===== config.mk =====
export PLATFORM = sky130hd
export DESIGN_NAME = life_generation_step
export DESIGN_NICKNAME = d
export VERILOG_FILES = /design/src/hw/rtl/lgs_pkg.sv /design/src/hw/rtl/lgs_cell.sv /design/src/hw/rtl/lgs_out_queue.sv /design/src/hw/rtl/life_generation_step.sv
export SDC_FILE = /design/constraint.sdc
export NUM_CORES = 1
export LEC_CHECK = 0
export ABC_AREA = 1
export ABC_CLOCK_PERIOD_IN_PS = 6300
export BUFFER_PORTS_ARGS = -buffer_cell sky130_fd_sc_hd__buf_2
export CAP_MARGIN = 10
export CORE_MARGIN = 10
export CORE_UTILIZATION = 35
export DETAILED_ROUTE_END_ITERATION = 10
export PLACE_DENSITY = 0.5
export SLEW_MARGIN = 20
export SYNTH_ARGS = -nofsm -noshare
export SYNTH_HDL_FRONTEND = slang
export SYNTH_HIERARCHICAL = 1
export SYNTH_SLANG_ARGS = --single-unit

===== constraint.sdc =====
create_clock -name clk -period 6.3 [get_ports clk]
set_clock_uncertainty 0.15 [all_clocks]
set_input_delay 0.63 -clock clk [delete_from_list [all_inputs] [get_ports clk]]
set_output_delay 0.63 -clock clk [all_outputs]
set_load 0.02 [all_outputs]

===== src/hw/rtl/lgs_pkg.sv =====
`default_nettype none

package lgs_pkg;

    localparam int ROW_W        = 32;
    localparam int GRID_DEFAULT = 32;
    localparam int QUEUE_DEPTH  = 4;
    localparam int QUEUE_AW     = $clog2(QUEUE_DEPTH);
    localparam int QUEUE_CW     = $clog2(QUEUE_DEPTH + 1);

    typedef enum logic {
        RULE_B3S23     = 1'b0,
        RULE_ORTH_B1S4 = 1'b1
    } lgs_rule_t;

    // column bits a cell shares with its neighbors
    typedef struct packed {
        logic up;
        logic mid;
        logic dn;
    } lgs_nbr_t;

    typedef struct packed {
        logic [ROW_W-1:0] row;
        logic             fe;
    } lgs_entry_t;

    // pushes into the output queue for one accepted row
    typedef struct packed {
        logic             row_en;
        logic [ROW_W-1:0] row;
        logic             end_en;
    } lgs_push_t;

endpackage

`default_nettype wire


===== src/hw/rtl/lgs_cell.sv =====
`default_nettype none

module lgs_cell
    import lgs_pkg::*;
(
    input  wire logic      clk,
    input  wire logic      rst_n,
    input  wire logic      adv,
    input  wire logic      clr,
    input  wire lgs_rule_t mode,
    input  wire logic      dn,
    input  wire lgs_nbr_t  left,
    input  wire lgs_nbr_t  right,
    output lgs_nbr_t       self,
    output logic           next_bit
);

    logic       up_reg, up_next;
    logic       mid_reg, mid_next;
    logic [2:0] orth;
    logic [3:0] n8;

    assign self = '{up: up_reg, mid: mid_reg, dn: dn};

    assign orth = 3'(left.mid) + 3'(right.mid) + 3'(up_reg) + 3'(dn);
    assign n8   = 4'(orth) + 4'(left.up) + 4'(left.dn) + 4'(right.up) + 4'(right.dn);

    always_comb
    begin
        unique case (mode)
            RULE_B3S23:
                next_bit = mid_reg ? (n8 == 4'd2 || n8 == 4'd3) : (n8 == 4'd3);
            RULE_ORTH_B1S4:
                next_bit = mid_reg ? (orth == 3'd4) : (orth == 3'd1);
            default:
                next_bit = 1'b0;
        endcase
    end

    always_comb
    begin
        up_next  = up_reg;
        mid_next = mid_reg;
        if (adv)
        begin
            up_next  = clr ? 1'b0 : mid_reg;
            mid_next = clr ? 1'b0 : dn;
        end
    end

    always_ff @(posedge clk or negedge rst_n)
    begin
        if (!rst_n)
        begin
            up_reg  <= 1'b0;
            mid_reg <= 1'b0;
        end
        else
        begin
            up_reg  <= up_next;
            mid_reg <= mid_next;
        end
    end

endmodule

`default_nettype wire


===== src/hw/rtl/lgs_out_queue.sv =====
`default_nettype none

module lgs_out_queue
    import lgs_pkg::*;
(
    input  wire logic             clk,
    input  wire logic             rst_n,
    input  wire lgs_push_t        push,
    output logic                  room,
    output logic                  out_valid,
    input  wire logic             out_stall,
    output logic [ROW_W-1:0]      next_row_bits,
    output logic                  frame_end
);

    lgs_entry_t            mem [QUEUE_DEPTH];
    logic [QUEUE_AW-1:0]   wr_ptr_reg, wr_ptr_next;
    logic [QUEUE_AW-1:0]   rd_ptr_reg, rd_ptr_next;
    logic [QUEUE_CW-1:0]   count_reg, count_next;
    logic [QUEUE_AW-1:0]   end_slot;
    logic                  pop;
    logic [QUEUE_CW-1:0]   n_push;

    assign out_valid     = (count_reg != '0);
    assign next_row_bits = mem[rd_ptr_reg].row;
    assign frame_end     = mem[rd_ptr_reg].fe;
    // a row can bring two words, so keep two slots free
    assign room          = (count_reg <= QUEUE_CW'(QUEUE_DEPTH - 2));

    assign pop      = out_valid && !out_stall;
    assign n_push   = QUEUE_CW'(push.row_en) + QUEUE_CW'(push.end_en);
    assign end_slot = wr_ptr_reg + QUEUE_AW'(push.row_en);

    assign wr_ptr_next = wr_ptr_reg + QUEUE_AW'(n_push);
    assign rd_ptr_next = rd_ptr_reg + QUEUE_AW'(pop);
    assign count_next  = count_reg + n_push - QUEUE_CW'(pop);

    always_ff @(posedge clk)
    begin
        if (push.row_en)
            mem[wr_ptr_reg] <= '{row: push.row, fe: 1'b0};
        if (push.end_en)
            mem[end_slot] <= '{row: '0, fe: 1'b1};
    end

    always_ff @(posedge clk or negedge rst_n)
    begin
        if (!rst_n)
        begin
            wr_ptr_reg <= '0;
            rd_ptr_reg <= '0;
            count_reg  <= '0;
        end
        else
        begin
            wr_ptr_reg <= wr_ptr_next;
            rd_ptr_reg <= rd_ptr_next;
            count_reg  <= count_next;
        end
    end

endmodule

`default_nettype wire


===== src/hw/rtl/life_generation_step.sv =====
`default_nettype none

// channel   dir  handshake             payload
// in        in   in_valid / in_stall   row_bits[31:0]
// out       out  out_valid / out_stall next_row_bits[31:0], frame_end
// cfg       in   cfg_wr_en             cfg_wr_data (rule mode)
//
// One row word per cycle while in_stall is low; all 32 column cells evaluate the row in the cycle
// it is accepted, and the result is registered into a 4-word output queue.
// The last row of a frame pushes two words (the result for the row above it plus the dead bottom row).
// in_stall rises only when the queue holds more than two words.
// Reset clears the row history, the row count, the queue and the rule mode.

module life_generation_step
    import lgs_pkg::*;
#(
    parameter int GRID_SIZE = GRID_DEFAULT
)
(
    input  wire logic             clk,
    input  wire logic             rst_n,
    input  wire logic             in_valid,
    output logic                  in_stall,
    input  wire logic [ROW_W-1:0] row_bits,
    output logic                  out_valid,
    input  wire logic             out_stall,
    output logic [ROW_W-1:0]      next_row_bits,
    output logic                  frame_end,
    input  wire logic             cfg_wr_en,
    input  wire logic             cfg_wr_data
);

    localparam int CNT_W    = $clog2(GRID_SIZE);
    localparam int LAST_COL = (GRID_SIZE - 2 > ROW_W - 1) ? ROW_W - 1 : GRID_SIZE - 2;
    localparam logic [CNT_W-1:0] LAST_IDX = CNT_W'(GRID_SIZE - 1);

    lgs_rule_t          mode_reg, mode_next;
    logic [CNT_W-1:0]   row_cnt_reg, row_cnt_next;
    logic               accept;
    logic               last_row;
    logic               room;
    logic [ROW_W-1:0]   row_in;
    logic [ROW_W-1:0]   cell_bits;
    lgs_nbr_t           nbr [ROW_W];
    lgs_push_t          push;

    assign accept   = in_valid && !in_stall;
    assign in_stall = !room;
    assign last_row = (row_cnt_reg == LAST_IDX);

    genvar j;
    generate
        for (j = 0; j < ROW_W; j++)
        begin : g_col
            lgs_nbr_t left_n;
            lgs_nbr_t right_n;
            logic     nb;

            // columns past the grid read as dead
            assign row_in[j] = (j < GRID_SIZE) ? row_bits[j] : 1'b0;

            if (j == 0)
            begin : g_l0
                assign left_n = '0;
            end
            else
            begin : g_l
                assign left_n = nbr[j-1];
            end

            if (j == ROW_W - 1)
            begin : g_r0
                assign right_n = '0;
            end
            else
            begin : g_r
                assign right_n = nbr[j+1];
            end

            lgs_cell u_cell (
                .clk      (clk),
                .rst_n    (rst_n),
                .adv      (accept),
                .clr      (last_row),
                .mode     (mode_reg),
                .dn       (row_in[j]),
                .left     (left_n),
                .right    (right_n),
                .self     (nbr[j]),
                .next_bit (nb)
            );

            // outer ring stays dead
            assign cell_bits[j] = (j >= 1 && j <= LAST_COL) ? nb : 1'b0;
        end
    endgenerate

    always_comb
    begin
        push.row_en = accept && (row_cnt_reg != '0);
        push.row    = (row_cnt_reg > CNT_W'(1)) ? cell_bits : '0;
        push.end_en = accept && last_row;
    end

    lgs_out_queue u_queue (
        .clk           (clk),
        .rst_n         (rst_n),
        .push          (push),
        .room          (room),
        .out_valid     (out_valid),
        .out_stall     (out_stall),
        .next_row_bits (next_row_bits),
        .frame_end     (frame_end)
    );

    always_comb
    begin
        row_cnt_next = row_cnt_reg;
        if (accept)
            row_cnt_next = last_row ? '0 : row_cnt_reg + CNT_W'(1);
        mode_next = cfg_wr_en ? lgs_rule_t'(cfg_wr_data) : mode_reg;
    end

    always_ff @(posedge clk or negedge rst_n)
    begin
        if (!rst_n)
        begin
            row_cnt_reg <= '0;
            mode_reg    <= RULE_B3S23;
        end
        else
        begin
            row_cnt_reg <= row_cnt_next;
            mode_reg    <= mode_next;
        end
    end

    a_end_word_dead: assert property (@(posedge clk) disable iff (!rst_n)
        out_valid && frame_end |-> next_row_bits == '0)
        else $error("frame end word carries live cells");

    a_left_ring_dead: assert property (@(posedge clk) disable iff (!rst_n)
        out_valid |-> !next_row_bits[0])
        else $error("left ring column alive");

    a_count_wraps: assert property (@(posedge clk) disable iff (!rst_n)
        accept && last_row |=> row_cnt_reg == '0)
        else $error("row count did not wrap after last row");

    a_empty_has_room: assert property (@(posedge clk) disable iff (!rst_n)
        !out_valid |-> !in_stall)
        else $error("input stalled with empty queue");

endmodule

`default_nettype wire

# Word level (Yosys, flattened, before mapping)
# Memories as Yosys holds them, arrays and structs flattened.
# Cells that the tools add are included.
# word_totals
output_inout_bits	35
word_cells	609
memories	1
ramBits	128
in_bits	38
register_bits	77
# mem_list
name	depth	width	read_ports	rd_clocked_by_memory_dff	write_ports	line_no	source
u_queue.mem	4	32	1	0	2	lgs_out_queue.sv:16	lgs_entry_t mem [QUEUE_DEPTH];
# op_classes
n_reduce_logical	38
n_mux	160
eq_ne	121
n_bitwise	1
add_sub_neg	217
order_cmp	2
# op_table
cell	count
$add A4 B1 Y4	90
$eq A4 B2 Y1 const B	60
$add A3 B1 Y3	60
$mux W1	128
$add A3 B1 Y4	30
$eq A3 B1 Y1 const B	30
$eq A3 B3 Y1 const B	30
$add A1 B1 Y2	31
$pmux W1 S2	30
$mux W31	1
$logic_or A1 B1 Y1	30
$add A5 B1 Y5 const B	1
$eq A5 B5 Y1 const B	1
$gt A5 B1 Y1 const B	1
$mux W5	1
$reduce_bool A5 Y1	1
$add A2 B1 Y2	2
$logic_and A1 B1 Y1	4
$add A3 B3 Y3	1
$le A3 B2 Y1 const B	1
$reduce_bool A3 Y1	1
$sub A3 B1 Y3	1
$add A2 B2 Y2	1
$logic_not A1 Y1	2
$not A1 Y1	1

# Longest topological paths before layout
# logic_depth
depth_word	12
depth_mapped	19
mapped_depth_nobuf	18

# By module
# The synthesis kept the hierarchy.
# by_module_without_submodules
mod	area_each_um2	seq_area_each_um2	n_inst	cells_per_inst
lgs_out_queue	7096.8	2817.7	1	1112
lgs_cell (g_col[0].u_cell ...)	325.3	50.0	21	46
lgs_cell (g_col[15].u_cell ...)	327.8	50.0	11	46
life_generation_step	631.9	150.1	1	111

# Worst setup path after synthesis
# OpenSTA, ideal clock, no wires.
# synth_path
kind	in2reg
start	in in_valid
end	reg u_queue.count_reg[2]
path_buffers	1
setup_slack_ns	2.940
stages	13
setup_ns	0.116
required_time_ns	6.034
arrival_ns	3.094
cell_sequence	nand2_1 > inv_1 > buf_2 > nand2_1 > inv_1 > ha_1 > inv_1 > ha_1 > inv_1 > ha_1 > fa_1 > nand2_1 > nand2_1
# synth_rtl
item	line_no	source
start, declared	life_generation_step.sv:22	input wire logic in_valid,
end signal, assigned	lgs_out_queue.sv:58	count_reg <= count_next;
end, declared	lgs_out_queue.sv:19	logic [QUEUE_CW-1:0] count_reg, count_next;

# Worst setup path in the final report
# layout_path
start	reg u_queue.rd_ptr_reg[0]
end	out next_row_bits[19]
# layout_between
elab_chain_len	1
# layout_lines
item	line_no	source
start, declared	lgs_out_queue.sv:18	logic [QUEUE_AW-1:0] rd_ptr_reg, rd_ptr_next;
start signal, assigned	lgs_out_queue.sv:57	rd_ptr_reg <= rd_ptr_next;
$mem_v2 Z4 W32	--	
end, declared	life_generation_step.sv:27	output logic [ROW_W-1:0] next_row_bits,
# Every way passes these cells.

==> impl_metrics.json <==
{
  "hold_class": "input pin to flop",
  "cts.repair.resized": 0,
  "critPathCaptureType": "primary output",
  "fin_crit_ns": 3.93,
  "clockRootBuffer": "clkbuf_16",
  "met2_length_mm": 21.7,
  "numCtsBuffers": 27,
  "arrival_ns": 3.15,
  "crit_top_cell": "nand2_1",
  "hold_viol": 0,
  "timing.critical_path.cells": "clkinv_2 > buf_4 > nand2_1 > o211ai_1 > nand2_1 > buf_2",
  "cts_setup_buffers": 0,
  "drt_iter0_drc": 747,
  "die_height_um": 245,
  "clkSinkCount": 209,
  "gp_congestion": 0.819,
  "met1_length_mm": 21.3,
  "crit_fanout": 71,
  "area_delta_synth_final_pct": 6.38,
  "regArea_sq_um": 4570,
  "clk_pin_slew_worst_paths_ns": 0.06,
  "antenna_left": 0,
  "rsz0062_at_grt": "no",
  "multiInputGateArea_sq_um": 9540,
  "final_cell_mix": "766 x nand2_1, 639 x inv_1, 285 x nor2_1, 132 x dfxtp_1, 121 x fa_1",
  "wl_per_cell_um": 14.0,
  "crit_path_start_kind": "flop",
  "port_buffers": 72,
  "slew_viol_final": 0,
  "grt_pass1_vias": 14600,
  "final_common_cell": "nand2_1",
  "grt_max_degree": 93,
  "crit_type": "flop to primary output",
  "maxSlewHeadroom_pct": 28.6,
  "clk_path_buf_depth": 3,
  "largest_reg_flops": 132,
  "fp.coreArea_sq_um": 50100,
  "globalRouteOverflowTotal": 0,
  "synth.avg_cell_area_sq_um": 6.75,
  "hpwl_mm": 32.0,
  "ctsHoldBuffers": 1,
  "start_util_pct": 35.4,
  "cts_tree": "done",
  "drc": 0,
  "track_usage_pct": 15.4,
  "grt_pass1_wl_mm": 76.2,
  "cp_slowest_stage_delay_ns": 0.71,
  "required_ns": 5.52,
  "nets": 2840,
  "setup_viol": 0,
  "insertion_delay_ns": 0.55,
  "row_count": 82,
  "htreeDepth": 1,
  "syn_inst": 2627,
  "critPathBufInv": 3,
  "setup-tns-final_ns": 0,
  "vias": 14700,
  "antenna_found_initial": 3,
  "routed_wl_mm": 45.7,
  "ios": 73,
  "dieArea_sq_um": 60000,
  "dr.pass1.iters": 5,
  "vias_per_cell": 4.48,
  "ys_warn_count": 6,
  "die_x_um": 245,
  "status": "complete, no violations",
  "cpLargestDelayFamily": "buffers and inverters",
  "top_layer": "met5",
  "met3WireLength_mm": 1.82,
  "drv_cap": 0,
  "clock.fmax_ghz": 0.255,
  "fin_crit_sh_pct": 62.4,
  "synth_area_sq_um": 17700,
  "worst_pin_slew_ns": 1.07,
  "fillers": 5455,
  "worst_path_max_delay_cell": "clkinv_2",
  "drive_gt1_share_pct": 7.42
}
## worst reg2reg max path, delay by kind of cell, from the launching register on
family / cells / cell delay, ns
buf+inv: 5 / 0.32
fa+ha+maj: 4 / 1.59
simple gates: 9 / 1.01
flops: 1 / 0.46
## cell type report
class,instances,share of cell area [%]
repair buffers,91,2.69
flip-flops and latches,209,24.2
diodes,1,0.0133
inverters,674,13.4
multi-input cells,1577,50.6
well taps,672,4.46
clock buffers,38,4.23
clock inverters,11,0.305
## worst paths after layout
kind,from,endpoint,slack [ns],cells past startpoint
hold / removal,cfg_wr_data,mode_reg,0.17,2
min in group asynchronous,rst_n,g_col[28].u_cell/up_reg,0.36,2
setup reg to reg,g_col[20].u_cell/mid_reg,u_queue/mem[2][22],2.72,18
max in group asynchronous,rst_n,g_col[14].u_cell/mid_reg,4.47,3
setup / recovery,u_queue/rd_ptr_reg[0],next_row_bits[19],2.37,6
hold reg to reg,u_queue/mem[0][0],u_queue/mem[0][0],0.30,2
## routing by layer
layer  up-vias  global-route usage (%)
li1       7596                       -
met3        42                    2.40
met4         2                    3.25
met1      6819                    19.9
met2       213                    26.6
met5         -                       0
## per-stage QoR
step | setup slack, ns | instance area, sq um | utilization, % | hold WS [ns] | std cells
2_1_floorplan | 2.94 | 17700 | - | 0.184 | 2634
3_3_place_gp | 2.64 | 18000 | 35.9 | 0.288 | 3222
3_5_place_dp | 2.59 | 18000 | 35.9 | 0.293 | 3222
4_1_cts | 2.33 | 18900 | 37.7 | 0.138 | 3272
5_1_grt | 2.16 | 18900 | 37.7 | 0.151 | 3272
6_report | 2.37 | 18900 | 37.7 | 0.172 | 3273
Power is left out: the tool's default activity adds up to more than one toggle a clock period on the data nets, which glitch-free logic cannot reach.
